===== src/rtl/fpa_pkg.sv =====
// ----------------------------------------------------------------------------
// fpa_pkg
// Operation codes and shared control types of the fixed-point ALU.
// ----------------------------------------------------------------------------
package fpa_pkg;

  // operation codes on the func field
  typedef enum logic [3:0] {
    FN_ADD    = 4'd0,
    FN_SUB    = 4'd1,
    FN_MUL    = 4'd2,
    FN_DIV    = 4'd3,
    FN_INC    = 4'd4,
    FN_DEC    = 4'd5,
    FN_MIN    = 4'd6,
    FN_MAX    = 4'd7,
    FN_TO_INT = 4'd8
  } func_e;

  // how the back end treats an item
  typedef enum logic [1:0] {
    K_SIMPLE = 2'd0,
    K_MUL    = 2'd1,
    K_DIV    = 2'd2
  } kind_e;

  // classification that travels with an item from front to back
  typedef struct packed {
    kind_e kind;
    logic  neg;      // result sign for mul / div
    logic  dz;       // division by zero
    logic  less;
    logic  equal;
    logic  greater;
  } ctrl_t;

endpackage


===== src/rtl/fpa_front.sv =====
// ----------------------------------------------------------------------------
// fpa_front
// Classifies an item: comparison flags, operand magnitudes, and the full
// result of every operation that needs no multiply or divide, and of a division by zero.
// ----------------------------------------------------------------------------
module fpa_front #(
  parameter int WORD_WIDTH = 32,
  parameter int FRAC_BITS  = 8
) (
  input  logic [3:0]            func_i,
  input  logic [WORD_WIDTH-1:0] a_i,
  input  logic [WORD_WIDTH-1:0] b_i,
  output fpa_pkg::ctrl_t        ctrl_o,
  output logic [WORD_WIDTH-1:0] ma_o,
  output logic [WORD_WIDTH-1:0] mb_o,
  output logic [WORD_WIDTH-1:0] simple_o
);

  localparam logic [WORD_WIDTH-1:0] WMAXP = {1'b0, {(WORD_WIDTH-1){1'b1}}};
  localparam logic [WORD_WIDTH-1:0] WMAXN = {1'b1, {(WORD_WIDTH-1){1'b0}}};

  logic                  a_neg, b_neg, lt, eq, gt;
  logic [WORD_WIDTH-1:0] ma, mb, mint;

  // signs, magnitudes, signed compare
  always_comb begin
    a_neg = a_i[WORD_WIDTH-1];
    b_neg = b_i[WORD_WIDTH-1];
    ma    = a_neg ? (~a_i + 1'b1) : a_i;
    mb    = b_neg ? (~b_i + 1'b1) : b_i;
    lt    = $signed(a_i) < $signed(b_i);
    gt    = $signed(a_i) > $signed(b_i);
    eq    = a_i == b_i;
    mint  = ma >> FRAC_BITS;
  end

  // operation decode
  always_comb begin
    ctrl_o.kind    = fpa_pkg::K_SIMPLE;
    ctrl_o.neg     = a_neg ^ b_neg;
    ctrl_o.dz      = 1'b0;
    ctrl_o.less    = lt;
    ctrl_o.equal   = eq;
    ctrl_o.greater = gt;
    simple_o       = '0;
    unique case (fpa_pkg::func_e'(func_i))
      fpa_pkg::FN_ADD:    simple_o = a_i + b_i;
      fpa_pkg::FN_SUB:    simple_o = a_i - b_i;
      fpa_pkg::FN_INC:    simple_o = a_i + 1'b1;
      fpa_pkg::FN_DEC:    simple_o = a_i - 1'b1;
      fpa_pkg::FN_MIN:    simple_o = lt ? a_i : b_i;
      fpa_pkg::FN_MAX:    simple_o = gt ? a_i : b_i;
      fpa_pkg::FN_TO_INT: simple_o = a_neg ? (~mint + 1'b1) : mint;
      fpa_pkg::FN_MUL:    ctrl_o.kind = fpa_pkg::K_MUL;
      fpa_pkg::FN_DIV: begin
        if (b_i == '0) begin
          ctrl_o.dz = 1'b1;
          simple_o  = a_neg ? WMAXN : WMAXP;
        end else begin
          ctrl_o.kind = fpa_pkg::K_DIV;
        end
      end
      default: simple_o = '0;
    endcase
    ma_o = ma;
    mb_o = mb;
  end

endmodule


===== config.mk =====
export PLATFORM = sky130hd
export DESIGN_NAME = fpa_front
export DESIGN_NICKNAME = d
export VERILOG_FILES = /design/src/rtl/fpa_pkg.sv /design/src/rtl/fpa_front.sv
export SDC_FILE = /design/constraint.sdc
export NUM_CORES = 1
export LEC_CHECK = 0
export BUFFER_PORTS_ARGS = -buffer_cell sky130_fd_sc_hd__buf_2
export CAP_MARGIN = 25
export CORE_MARGIN = 4
export CORE_UTILIZATION = 50
export DETAILED_ROUTE_END_ITERATION = 8
export MAX_ROUTING_LAYER = met4
export PLACE_DENSITY = 0.75
export RECOVER_POWER = 50
export SLEW_MARGIN = 20
export SYNTH_ARGS = -nofsm -noshare
export SYNTH_HDL_FRONTEND = slang
export SYNTH_SLANG_ARGS = --single-unit

===== constraint.sdc =====
create_clock -name vclk -period 6.65
set_input_delay 0.665 -clock vclk [all_inputs]
set_output_delay 0.665 -clock vclk [all_outputs]
set_load 0.03 [all_outputs]

Yosys cells after proc, flatten, opt, wreduce, memory -nomap -nowiden
Index checks and enable logic that the tools add are counted.
{ "totals": {"ff_bits": 0, "latchBits": 0, "ram_bits": 0, "mem_bits_ro": 0, "inputBits": 68, "output_inout_bits": 103, "elab_cells": 36, "mem_count": 0} }
{ "op_classes": {"n_addsub": 7, "n_mul": 0, "div_mod_pow": 0, "magnitude_cmp": 2, "n_eq_ne": 9, "shift": 0, "muxes": 12, "bitwise": 4, "n_reduce_logical": 2} }
{ "ops": {"columns": ["cell", "n"], "rows": [
  ["$pmux 32 s8", 1],
  ["$mux 32", 7],
  ["$add 32x1->32 const B", 4],
  ["$not 32->32", 2],
  ["$add 32x32->32", 1],
  ["$eq 32x32->1", 1],
  ["$gt 32x32->1", 1],
  ["$logic_not 32->1", 1],
  ["$lt 32x32->1", 1],
  ["$not 24->32", 1],
  ["$sub 32x1->32 const B", 1],
  ["$sub 32x32->32", 1],
  ["$eq 4x3->1 const B", 4],
  ["$eq 4x2->1 const B", 2],
  ["$eq 4x1->1 const B", 1],
  ["$eq 4x4->1 const B", 1],
  ["$logic_not 4->1", 1],
  ["$pmux 2 s2", 1],
  ["$mux 1", 2],
  ["$mux 2", 1],
  ["$xor 1x1->1", 1]
]} }

Logic depth before layout (Yosys ltp)
{ "depth": {"ltp_word": 7, "depth_mapped": 19, "depth_no_buf": 19} }

Worst setup path after synthesis
No wires, ideal clock.
{ "synth_timing": {"path_type": "input-to-output", "start": "input port b_i[1]", "end": "output port simple_o[30]", "arrival_ps": 5423, "required_time_ps": 5985, "setup_slack_ps": 562, "cell_stages": 17, "n_path_buf": 0, "cell_sequence": "inv_1 > ha_1 > or3b_2 > or4_1 > or2_1 > or3_1 > or3_1 > or3_1 > or3_1 > xnor2_1 > a21oi_1 > ha_1 > nand4_1 > o211ai_1 > a41oi_1 > xor2_1 > o2111ai_1"} }
{ "synth_via": {"elab_chain_len": 3, "word_cells_on_any_way": 9, "cone_classes": "add/sub: 2; order compare: 2; mux: 4; reduce/logical: 1"} }
{ "synth_lines": {"columns": ["element", "line", "source"], "rows": [
  ["from (decl)", "fpa_front.sv:12", "input logic [WORD_WIDTH-1:0] b_i,"],
  ["$gt 32x32->1, or another cell as far along", "fpa_front.sv:32", "gt = $signed(a_i) > $signed(b_i);"],
  ["$mux 32, on equally long branches", "fpa_front.sv:52, fpa_front.sv:51, fpa_front.sv:56", null],
  ["$pmux 32 s8 (*)", "fpa_front.sv:46", "unique case (fpa_pkg::func_e'(func_i))"],
  ["to (decl)", "fpa_front.sv:16", "output logic [WORD_WIDTH-1:0] simple_o"]
]} }
Mark *: on every way between the ends. The rest lies on a longest branch, timed or not.

Final worst setup path
{ "layout_timing": {"start": "input port b_i[0]", "end": "output port simple_o[30]"} }
The elaborated chain is that of the path after synthesis.

==> flow_summary.json <==
{
  "status": "complete, no violations",
  "netlist_area_sq_mm": 0.00734,
  "final_util_pct": 56.7,
  "via_count": 9407,
  "finalSetupTns_ns": 0,
  "worstPathArrival_ns": 5.69,
  "drive_gt1_share_pct": 14.0,
  "yosysTopAreaCellShare_pct": 12.5,
  "io-pin-count": 171,
  "port_buffers": 171,
  "finalSetupViolations": 0,
  "p_leak_nw": 3.58,
  "synth.yosys.seq_area_share_pct": 0,
  "gr-total-overflow": 0,
  "grt_pass1_vias": 8392,
  "slowest_delay_ns": 0.54,
  "min_path_cells": 2,
  "yosys.area.top_type": "xnor2_1",
  "syn_to_final_growth_pct": 11.9,
  "postPlaceCellArea_sq_mm": 0.00828,
  "cp.required_ns": 5.98,
  "ctsResizeCount": 0,
  "clockBufferCount": 0,
  "wirelength_um": 31200,
  "finalHoldViolCount": 0,
  "avgSynthCellArea_sq_um": 6.56,
  "wl_per_cell_um": 21.9,
  "grt_pass1_wl_um": 47400,
  "dpl.hpwl_um": 25600,
  "syn_inst": 1120,
  "final-max-slew-violation-count": 0,
  "grt_max_degree": 62,
  "hold_start": "b_i[0]",
  "antenna_found_initial": 1,
  "tightest_slew_ns": 0.968,
  "holdPathEnd": "mb_o[0]",
  "synth_nets": 1259,
  "die-area_sq_mm": 0.0167,
  "regArea_sq_um": 0,
  "start_util_pct": 50.7,
  "drtIter0Drc": 1107,
  "drc_errors": 0,
  "fin_crit_sh_pct": 95.5,
  "fillers": 1543,
  "fin_area_sq_mm": 0.00822,
  "critPathCaptureType": "output pin",
  "die_h_um": 129,
  "layout.nets": 1384,
  "cp_cell_sequence": "buf_2 -> inv_1 -> ha_1 -> or3b_2 -> or4_4 -> or2_1 -> or3_1 -> xnor2_1 -> a21oi_1 -> ha_1 -> and3_1 -> a221oi_2 -> o21ai_0 -> or4_1 -> a21oi_1 -> o211ai_1 -> a41oi_1 -> xor2_1 -> o2111ai_1 -> buf_2",
  "globalplace.congestion": 1.15,
  "synth_area_leaders": "xnor2_1 13%, ha_1 12%, a21oi_1 6.7%, nand2_1 5.7%, xor2_1 4.7%",
  "die_w_um": 129,
  "cts_setup_buffers": 0,
  "coreArea_sq_mm": 0.0145,
  "seq_cells": 0,
  "viasPerCell": 6.59,
  "critPathSlowestCell": "or4_4",
  "ctsHoldBuffers": 0,
  "hp-class": "in -> out",
  "netlist-cell-type-count": 80,
  "drv_cap": 0,
  "peakVddDrop_mv": 0.0722,
  "p_per_area_mw_per_mm2": 119,
  "rows": 44,
  "critPathMaxFanout": 5,
  "dr.pass1.iters": 5,
  "grt_use_total_pct": 36.8,
  "fmax_mhz": 157,
  "ant_nets": 0,
  "crit_type": "in -> out",
  "startpoint_type": "input pin",
  "period_minus_slack_ns": 6.35,
  "ys.warnings.count": 0,
  "rsz0062_at_grt": "no",
  "max_slew_margin_pct": 35.3
}
cell usage in the layout, fill, tap and decap left out, types with 22 or more instances in the layout:
| master | count |
|---|---|
| a21o_1 | 27 |
| xor2_1 | 39 |
| nand2_1 | 111 |
| o21ai_0 | 66 |
| a31oi_1 | 22 |
| clkbuf_1 | 45 |
| buf_2 | 126 |
| inv_1 | 71 |
| ha_1 | 69 |
| nand3_1 | 22 |
| a21oi_1 | 98 |
| nor2_1 | 77 |
| xnor2_1 | 105 |
| nor3_1 | 24 |
worst max path at each step:
stage	end	cells past startpoint	slack [ns]	startpoint
floorplan	simple_o[30]	17	0.56	b_i[1]
global placement	simple_o[29]	21	0.30	b_i[0]
detailed placement	simple_o[30]	20	0.24	b_i[0]
CTS	simple_o[30]	20	0.23	b_i[0]
global route	simple_o[31]	21	0.003	b_i[0]
finish	simple_o[30]	20	0.30	b_i[0]
cells by family (layout without fill, tap and decap cells):
kind of cell               Yosys count  after routing  share of synthesized area (%)
adders and majority gates           71             71                           12.3
muxes                               15             15                           2.08
other                                0              1                              0
xor gates and xnor gates           145            145                           17.4
and+or+nand+nor                    380            380                           26.6
buffers and inverters              137            260                           7.60
AOI/OAI and AO/OA                  372            372                           34.0
per-stage QoR:
step / instances / hold WS, ns / total power, mW / setup slack, ns
after floorplan: 1120 / 1.46 / 0.673 / 0.562
after global placement: 1427 / 1.63 / 0.950 / 0.297
after detailed placement: 1427 / 1.63 / 0.949 / 0.241
after CTS: 1427 / 1.64 / 0.955 / 0.226
after global routing: 1428 / 1.65 / 1.04 / 0.00303
final: 1428 / 1.64 / 0.977 / 0.297
critical path, delay by kind of cell:
family | cells | cell delay, ns
buffers and inverters | 3 | 0.43
AO/OA/AOI/OAI | 7 | 1.46
adder cells (fa/ha/maj) | 2 | 0.53
XOR/XNOR | 2 | 0.24
AND/OR/NAND/NOR | 6 | 2.34
metal layers:
| layer | vias up | GRT usage, % | wire length, um | part of all wire (%) |
|---|---|---|---|---|
| met3 | 37 | 14.4 | 4950 | 16 |
| met1 | 4328 | 53.1 | 13400 | 43 |
| li1 | 4415 | - | - | - |
| met4 | 0 | 5.50 | 471 | 1.5 |
| met5 | - | - | 0 | 0 |
| met2 | 627 | 48.8 | 12400 | 40 |
Yosys cell counts (24+ instances only):
| cell | n |
|---|---|
| nand2_1 | 111 |
| xnor2_1 | 105 |
| a21oi_1 | 98 |
| nor2_1 | 78 |
| inv_1 | 71 |
| ha_1 | 69 |
| o21ai_0 | 67 |
| clkbuf_1 | 49 |
| xor2_1 | 39 |
| a21o_1 | 27 |
| nor3_1 | 24 |
where the power goes:
| group | switching (mW) | internal (mW) |
|---|---|---|
| Combinational | 0.652 | 0.325 |
| Clock | 0 | 0.0000000202 |
| Sequential | 0 | 0 |
layout make-up:
type                            count  area, sq um  share of cell area [%]
Timing Repair Buffer              186          912                    11.1
Antenna cell                        1         2.50                  0.0305
Tap cell                          184          230                    2.80
Multi-Input combinational cell    983         6790                    82.7
Inverter                           74          278                    3.38
No activity file was read; power rests on OpenSTA's default activity.
