===== config.mk =====
export PLATFORM = sky130hd
export DESIGN_NAME = fpa_queue
export DESIGN_NICKNAME = d
export VERILOG_FILES = /design/src/rtl/fpa_queue.sv
export SDC_FILE = /design/constraint.sdc
export NUM_CORES = 1
export LEC_CHECK = 0
export BUFFER_PORTS_ARGS = -buffer_cell sky130_fd_sc_hd__buf_2
export CORE_MARGIN = 2
export CORE_UTILIZATION = 34
export DETAILED_ROUTE_END_ITERATION = 7
export PLACE_DENSITY = 0.54
export SKIP_CTS_REPAIR_TIMING = 1
export SYNTH_ARGS = -nofsm -noshare
export SYNTH_HDL_FRONTEND = slang
export SYNTH_SLANG_ARGS = --single-unit

===== constraint.sdc =====
create_clock -name clk_i -period 2.2 [get_ports clk_i]
set_input_delay 0.66 -clock clk_i [delete_from_list [all_inputs] [get_ports clk_i]]
set_output_delay 0.66 -clock clk_i [all_outputs]
set_load 0.05 [all_outputs]

===== src/rtl/fpa_queue.sv =====
// ----------------------------------------------------------------------------
// fpa_queue
// Two-entry queue between the front and back ends.
// ----------------------------------------------------------------------------
module fpa_queue #(
  parameter int DATA_WIDTH = 8
) (
  input  logic                  clk_i,
  input  logic                  rst_ni,
  input  logic                  push_valid_i,
  output logic                  push_ready_o,
  input  logic [DATA_WIDTH-1:0] push_data_i,
  output logic                  pop_valid_o,
  input  logic                  pop_ready_i,
  output logic [DATA_WIDTH-1:0] pop_data_o
);

  logic [DATA_WIDTH-1:0] mem_q [2];
  logic                  wr_ptr_q, wr_ptr_d, rd_ptr_q, rd_ptr_d;
  logic [1:0]            count_q, count_d;
  logic                  push, pop;

  always_comb begin
    push_ready_o = count_q != 2'd2;
    pop_valid_o  = count_q != 2'd0;
    pop_data_o   = mem_q[rd_ptr_q];
    push         = push_valid_i & push_ready_o;
    pop          = pop_valid_o & pop_ready_i;
    wr_ptr_d     = wr_ptr_q ^ push;
    rd_ptr_d     = rd_ptr_q ^ pop;
    count_d      = count_q + {1'b0, push} - {1'b0, pop};
  end

  always_ff @(posedge clk_i or negedge rst_ni) begin
    if (!rst_ni) begin
      wr_ptr_q <= 1'b0;
      rd_ptr_q <= 1'b0;
      count_q  <= 2'd0;
    end else begin
      wr_ptr_q <= wr_ptr_d;
      rd_ptr_q <= rd_ptr_d;
      count_q  <= count_d;
    end
  end

  // storage, no reset
  always_ff @(posedge clk_i) begin
    if (push) begin
      mem_q[wr_ptr_q] <= push_data_i;
    end
  end

endmodule


After elaboration in Yosys (flattened, before gate mapping):

Memories as Yosys holds them, arrays and structs flattened.
Index checks and enable logic that the tools add are counted.

* bits of input ports: 12
* bits in writable memories: 16
* bits in registers: 4
* memories: 1

Memories
* mem_q: words 2, bits a word 8, read ports 1, clocked after Yosys merged registers in 0, wr ports 1, RTL line 18 `logic [DATA_WIDTH-1:0] mem_q [2];`

* mux-type cells: 2
* reductions and logical operators: 1
* equal/unequal tests: 1
* bitwise operators: 4
* $add $sub $neg: 2

Operators with widths (count)
* adder 2 x 1 -> 2 bit: 1
* bitwise AND 1 bit: 2
* 2-to-1 mux 1 bit: 2
* != test 2 bit (second input constant): 1
* nonzero test 2 bit: 1
* subtractor 2 x 1 -> 2 bit: 1
* bitwise XOR 1 bit: 2

Longest topological paths before layout:

Gate-level depths: netlist of run 1.

* depth after elaboration: 4
* mapped depth: 5
* mapped depth without buffers: 5

Worst setup path after synthesis of run 1:

Ideal clock, no wire load.

* path kind: register to register
* from: register count_q[0]
* to: memory mem_q[0][0], enable pin
* buffers on the path: 0
* required time: 1.868 ns
* data arrival time: 1.361 ns
* cell stages (with the launch flop): 4
* slack: 0.507 ns
* setup time: 0.332 ns
* path through: dfrtp_1 nand2b_1 and2_1 ha_1

* word-level cells in the longest chain between the ends: 4

Ends and longest elaborated chain
* from (decl): RTL line 20 `logic [1:0] count_q, count_d;`
* from (signal assigned): RTL line 42 `count_q <= count_d;`
* != test 2 bit: RTL line 24 `push_ready_o = count_q != 2'd2;`
* named net push_ready_o: RTL line 11 `output logic push_ready_o,`
* bitwise AND 1 bit: RTL line 27 `push = push_valid_i & push_ready_o;`
* 2-to-1 mux 1 bit: RTL line 48 `if (push) begin`
* 2-to-1 mux 1 bit (not written as such): RTL line 49 `mem_q[wr_ptr_q] <= push_data_i;`
* to (decl): RTL line 18

The timed path passes the listed nets, and every way through them passes these cells.

Worst setup path in the final report of run 1:

* from: register rd_ptr_q
* to: output port pop_data_o[5]

* word-level cells in the longest chain between the ends: 1

Ends and longest elaborated chain
* from (decl): RTL line 19 `logic wr_ptr_q, wr_ptr_d, rd_ptr_q, rd_ptr_d;`
* from (signal assigned): RTL line 41 `rd_ptr_q <= rd_ptr_d;`
* memory read (2 x 8 bit)
* to (decl): RTL line 15 `output logic [DATA_WIDTH-1:0] pop_data_o`

No other way between the ends.

==> out/qor.yml, run 1 <==
sta:
  tightestPinTransition_ps: 412
  finalMaxSlewViolations: 0
  setup_tns_ps: 0
  relSlewSlack_pct: 72.5
  period_needed_ps: 2030
  fin_skew_ps: 7.54
  max_freq_mhz: 493
  setup_violations: 0
  fin_crit_sh_pct: 92.1
  hold_violations: 0
  rsz0062_at_grt: "no"
grt:
  grt_pass1_wl_um: 1730
  grt_max_degree: 12
  grt_pass1_vias: 407
  antenna_found_initial: 0
  grt.overflow.total: 0
  grtUsageTotal_pct: 9.44
detailed_routing:
  dr.pass1.iters: 4
  drtIter0Drc: 9
  drt_wl_total_um: 1230
  drcViolationCount: 0
  vias: 463
  ant_nets: 0
  drt-wirelength-per-cell_um: 12.3
  vias_per_cell: 4.63
worst_setup_path:
  cp.required_ps: 1540
  crit_slowest_cell: "dfrtp_2"
  crit_chain: "mux2_2 > buf_2"
  critPathMaxFanout: 9
  crit_type: "reg2out"
  reg2reg_from: "count_q[0]$_DFF_PN0_"
  path_delay_family: "flip-flops"
  path_depth: 2
  reg2reg_slack_ps: 720
  end_kind: "primary output"
  arrival_ps: 1370
  reg2reg_depth: 3
  reg2reg_to: "mem_q[0][0]$_DFFE_PP_"
  path_buf_inv: 1
  max_stage_delay_ps: 510
  cp-start-kind: "register"
run:
  maxCapViolations: 0
power_and_ir_drop:
  power_density_mw_per_mm2: 1470
  power_w: 0.00142
  power_leakage_nw: 0.387
  peakVddDrop_uv: 725
die:
  rows: 17
  initial_core_util_pct: 36.0
  dieHeight_um: 52.6
  io_pins: 22
  die-area_mm2: 0.00277
  fp.dieW_um: 52.6
  core_area_mm2: 0.00223
yosys:
  seq_area_frac_synth_pct: 72.2
  ys_ff_latch: 20
  synthCells: 48
  synth-async-reset-ratio_pct: 20.0
  syn_area_um2: 805
  syn_nets: 62
  ys.warnings.count: 0
  synth-edff-count: 16
  syn_avg_cell_area_um2: 16.8
  synth_cell_type_count: 19
  ys.flop_type: "edfxtp_1"
clock_tree:
  cts_max_path_buffers: 2
  cts_tree: "yes"
  htreeDepth: 1
  clk_pin_slew_ps: 90
  cts-root-buf: "clkbuf_4"
  clock_latency_ps: 290
  numCtsBuffers: 3
  clock_sinks: 20
final_layout:
  nets: 87
  drive_gt1_share_pct: 47.2
  diodes: 0
  mostFrequentLayoutCell: "buf_2"
  area_growth_syn_to_layout_pct: 20.2
  final_cell_mix: "buf_2, edfxtp_1, mux2_2"
placed_design:
  numPortBuffers: 21
  gp_congestion: 0.755
  hpwlAfterDp_um: 879
outcome:
  status: "complete, no violations"
min_path:
  hp-class: "in2async"
## cell usage after synthesis, types with 2 or more instances
master / instances / share of area (%)
dfrtp_1: 4 / 12
edfxtp_1: 16 / 60
ha_1: 2 / 3.1
inv_1: 2 / 0.93
mux2_2: 8 / 11
nor2_1: 2 / 0.93
xnor2_1: 2 / 2.2
## flip-flops by register name (all words and copies together), names as in the netlist
name,flops
wr_ptr_q,1
count_q,2
mem_q,16
rd_ptr_q,1
## metrics by stage
stage / hold WS, ps / std cells / utilization (%) / area [um2] / setup slack [ps]
after detailed placement: 472 / 96 / 42.1 / 940 / 366
final: 162 / 100 / 43.3 / 967 / 173
after floorplan: 364 / 48 / - / 805 / 507
after global routing: 137 / 100 / 43.3 / 967 / 102
after CTS: 155 / 100 / 43.2 / 966 / 36.9
after global placement: 470 / 96 / 42.1 / 940 / 364
## kinds of logic after synthesis
| family | share of synthesized area, % |
|---|---|
| AO/OA/AOI/OAI | 3.89 |
| XOR/XNOR | 2.18 |
| adder cells (fa/ha/maj) | 3.11 |
| buffers and inverters | 1.55 |
| flip-flops | 72.2 |
| multiplexers | 11.2 |
| AND/OR/NAND/NOR | 5.91 |
## worst max path at each step
stage | slack, ps | to | from
CTS | 40 | pop_data_o[5] | rd_ptr_q$_DFF_PN0_
floorplan | 510 | mem_q[0][0]$_DFFE_PP_ | count_q[0]$_DFF_PN0_
global route | 100 | pop_data_o[6] | rd_ptr_q$_DFF_PN0_
global placement | 360 | pop_data_o[0] | rd_ptr_q$_DFF_PN0_
finish | 170 | pop_data_o[5] | rd_ptr_q$_DFF_PN0_
detailed placement | 370 | pop_data_o[5] | rd_ptr_q$_DFF_PN0_
## power by group
group	switching (W)	internal, W
combinational	0.000443	0.000202
clock	0.0000971	0.0000704
sequential	0.0000797	0.000530
total	0.000620	0.000802
## routing by layer
| layer | GRT usage (%) | up-vias | share of wire (%) |
|---|---|---|---|
| met2 | 13.8 | 13 | 47 |
| met4 | 7.69 | 0 | 1.1 |
| met3 | 2.86 | 2 | 5.8 |
| met5 | 0 | - | 0 |
| li1 | - | 227 | - |
| met1 | 11.3 | 221 | 46 |
## final cells by class
cell class | count | area [um2]
timing repair buffer | 21 | 105
tap | 28 | 35.0
inverter | 2 | 7.51
fill | 209 | 1270
sequential | 20 | 582
clock buffer | 4 | 26.3
multi-input combinational | 25 | 211
Power figures use the tool's default switching activity.
==> run 2, diff against run 1 <==
Settings changed: BUFFER_PORTS_ARGS -buffer_cell sky130_fd_sc_hd__buf_2 to unset, DONT_BUFFER_PORTS set to 1, PLACE_DENSITY 0.54 to 0.46.
==> out/qor.yml, run 2 (synthesis results as in run 1) <==
detailed_routing:
  vias_per_cell: 4.81
  met3WireLength_um: 121
  drt-wirelength-per-cell_um: 16.8
  drt_wl_total_um: 1350
  wl_met2_um: 722
  ant_nets: 0
  topRoutingLayerUsed: "met3"
  drcViolationCount: 0
  vias: 385
  drtIter0Drc: 3
  dr.pass1.iters: 2
  met1_length_um: 503
worst_setup_path:
  arrival_ps: 1390
  end_kind: "primary output"
  crit_chain: "mux2_2"
  crit_type: "reg2out"
  path_delay_family: "flip-flops"
  cp.required_ps: 1540
  crit_slowest_cell: "dfrtp_1"
  max_stage_delay_ps: 590
  cp-start-kind: "register"
  critPathMaxFanout: 9
  path_buf_inv: 0
power_and_ir_drop:
  power_leakage_nw: 0.312
  intPower_w: 0.000751
  power_density_mw_per_mm2: 1570
  comb_power_share_pct: 43.1
  peakVddDrop_uv: 706
  pwr-share-seq_pct: 44.7
  power_switching_w: 0.000613
  p_clk_share_pct: 12.2
  swShare_pct: 44.9
sta:
  hold_violations: 0
  finalMaxSlewViolations: 0
  fin_skew_ps: 6.46
  max_freq_mhz: 487
  relSlewSlack_pct: 70.4
  fin_crit_sh_pct: 93.4
  period_needed_ps: 2050
  setup_tns_ps: 0
  rsz0062_at_grt: "no"
  setup_violations: 0
  tightestPinTransition_ps: 443
die:
  initial_core_util_pct: 36.0
  rows: 17
  io_pins: 22
  dieHeight_um: 52.6
  die-area_mm2: 0.00277
  core_area_mm2: 0.00223
  fp.dieW_um: 52.6
clock_tree:
  htreeDepth: 1
  cts-root-buf: "clkbuf_4"
  numCtsBuffers: 3
  clk_pin_slew_ps: 110
  clock_latency_ps: 290
  clock_sinks: 20
  cts_max_path_buffers: 2
  cts_tree: "yes"
grt:
  grt.overflow.total: 0
  grt_pass1_wl_um: 2070
  grtUsageTotal_pct: 10.8
  antenna_found_initial: 0
  grt_pass1_vias: 443
  grt_max_degree: 12
final_layout:
  mostFrequentLayoutCell: "edfxtp_1"
  final_cell_mix: "edfxtp_1, mux2_2, dfrtp_1"
  drive_gt1_share_pct: 25.0
  finalCoreUtilization_pct: 38.9
  nets: 67
  diodes: 0
  largest_reg_flops: 16
  largest_register: "mem_q"
  reg_top3: "mem_q: 16 flops, count_q: 2 flops"
  num-fill-cells: 222
  area_growth_syn_to_layout_pct: 7.93
run:
  maxCapViolations: 0
min_path:
  hp-class: "in2async"
placed_design:
  gp_congestion: 0.618
  numPortBuffers: 0
  hpwlAfterDp_um: 1010
outcome:
  status: "complete, no violations"
==> run 2: cell types whose count changed in the layout (fill, tap and decap cells not counted) <==
cell and delta:
buf_2 -21, buf_4 +1, clkbuf_1 -1, clkinv_1 +1, dfrtp_1 +1, dfrtp_2 -1
==> run 2: metal layers <==
metal	vias to the layer above	track usage, %
li1	185	-
met1	184	10.2
met2	16	20.4
met3	0	5.14
met4	0	2.56
met5	-	0
==> run 2: power groups by stage <==
stage | clock (W) | combinational, W | sequential [W]
2_1_floorplan | 0 | 0.000558 | 0.000569
3_3_place_gp | 0 | 0.000573 | 0.000607
3_5_place_dp | 0 | 0.000591 | 0.000621
4_1_cts | 0.000177 | 0.000593 | 0.000614
5_1_grt | 0.000196 | 0.000618 | 0.000628
6_report | 0.000167 | 0.000588 | 0.000609
==> run 2: worst paths after layout <==
kind | startpoint | end | slack (ps) | cells after the start
max | rd_ptr_q$_DFF_PN0_ | pop_data_o[3] | 150 | 1
min | rst_ni | count_q[1]$_DFF_PN0_ | 50 | 0
max reg2reg | count_q[0]$_DFF_PN0_ | mem_q[0][5]$_DFFE_PP_ | 640 | 3
min reg2reg | count_q[0]$_DFF_PN0_ | count_q[0]$_DFF_PN0_ | 650 | 1
max in group asynchronous | rst_ni | count_q[0]$_DFF_PN0_ | 2080 | 0
min in group clk_i | push_data_i[4] | mem_q[1][4]$_DFFE_PP_ | 460 | 0
==> run 2: through the flow <==
step	power, W	cells	area, um2	hold slack [ps]	worst slack (ps)
floorplan	0.00113	48	805	364	507
global placement	0.00118	76	842	365	457
detailed placement	0.00121	76	842	364	438
CTS	0.00138	80	868	34.9	92.6
global route	0.00144	80	868	18.2	47.8
finish	0.00136	80	868	48.4	145
==> run 2: cell type report <==
type	count	area [um2]	area share, %
clock buffer	3	22.5	2.59
tap	28	35.0	4.03
clock inverter	1	3.75	0.432
multi-input combinational	25	211	24.4
timing repair buffer	1	7.51	0.865
inverter	2	7.51	0.865
sequential	20	581	66.9
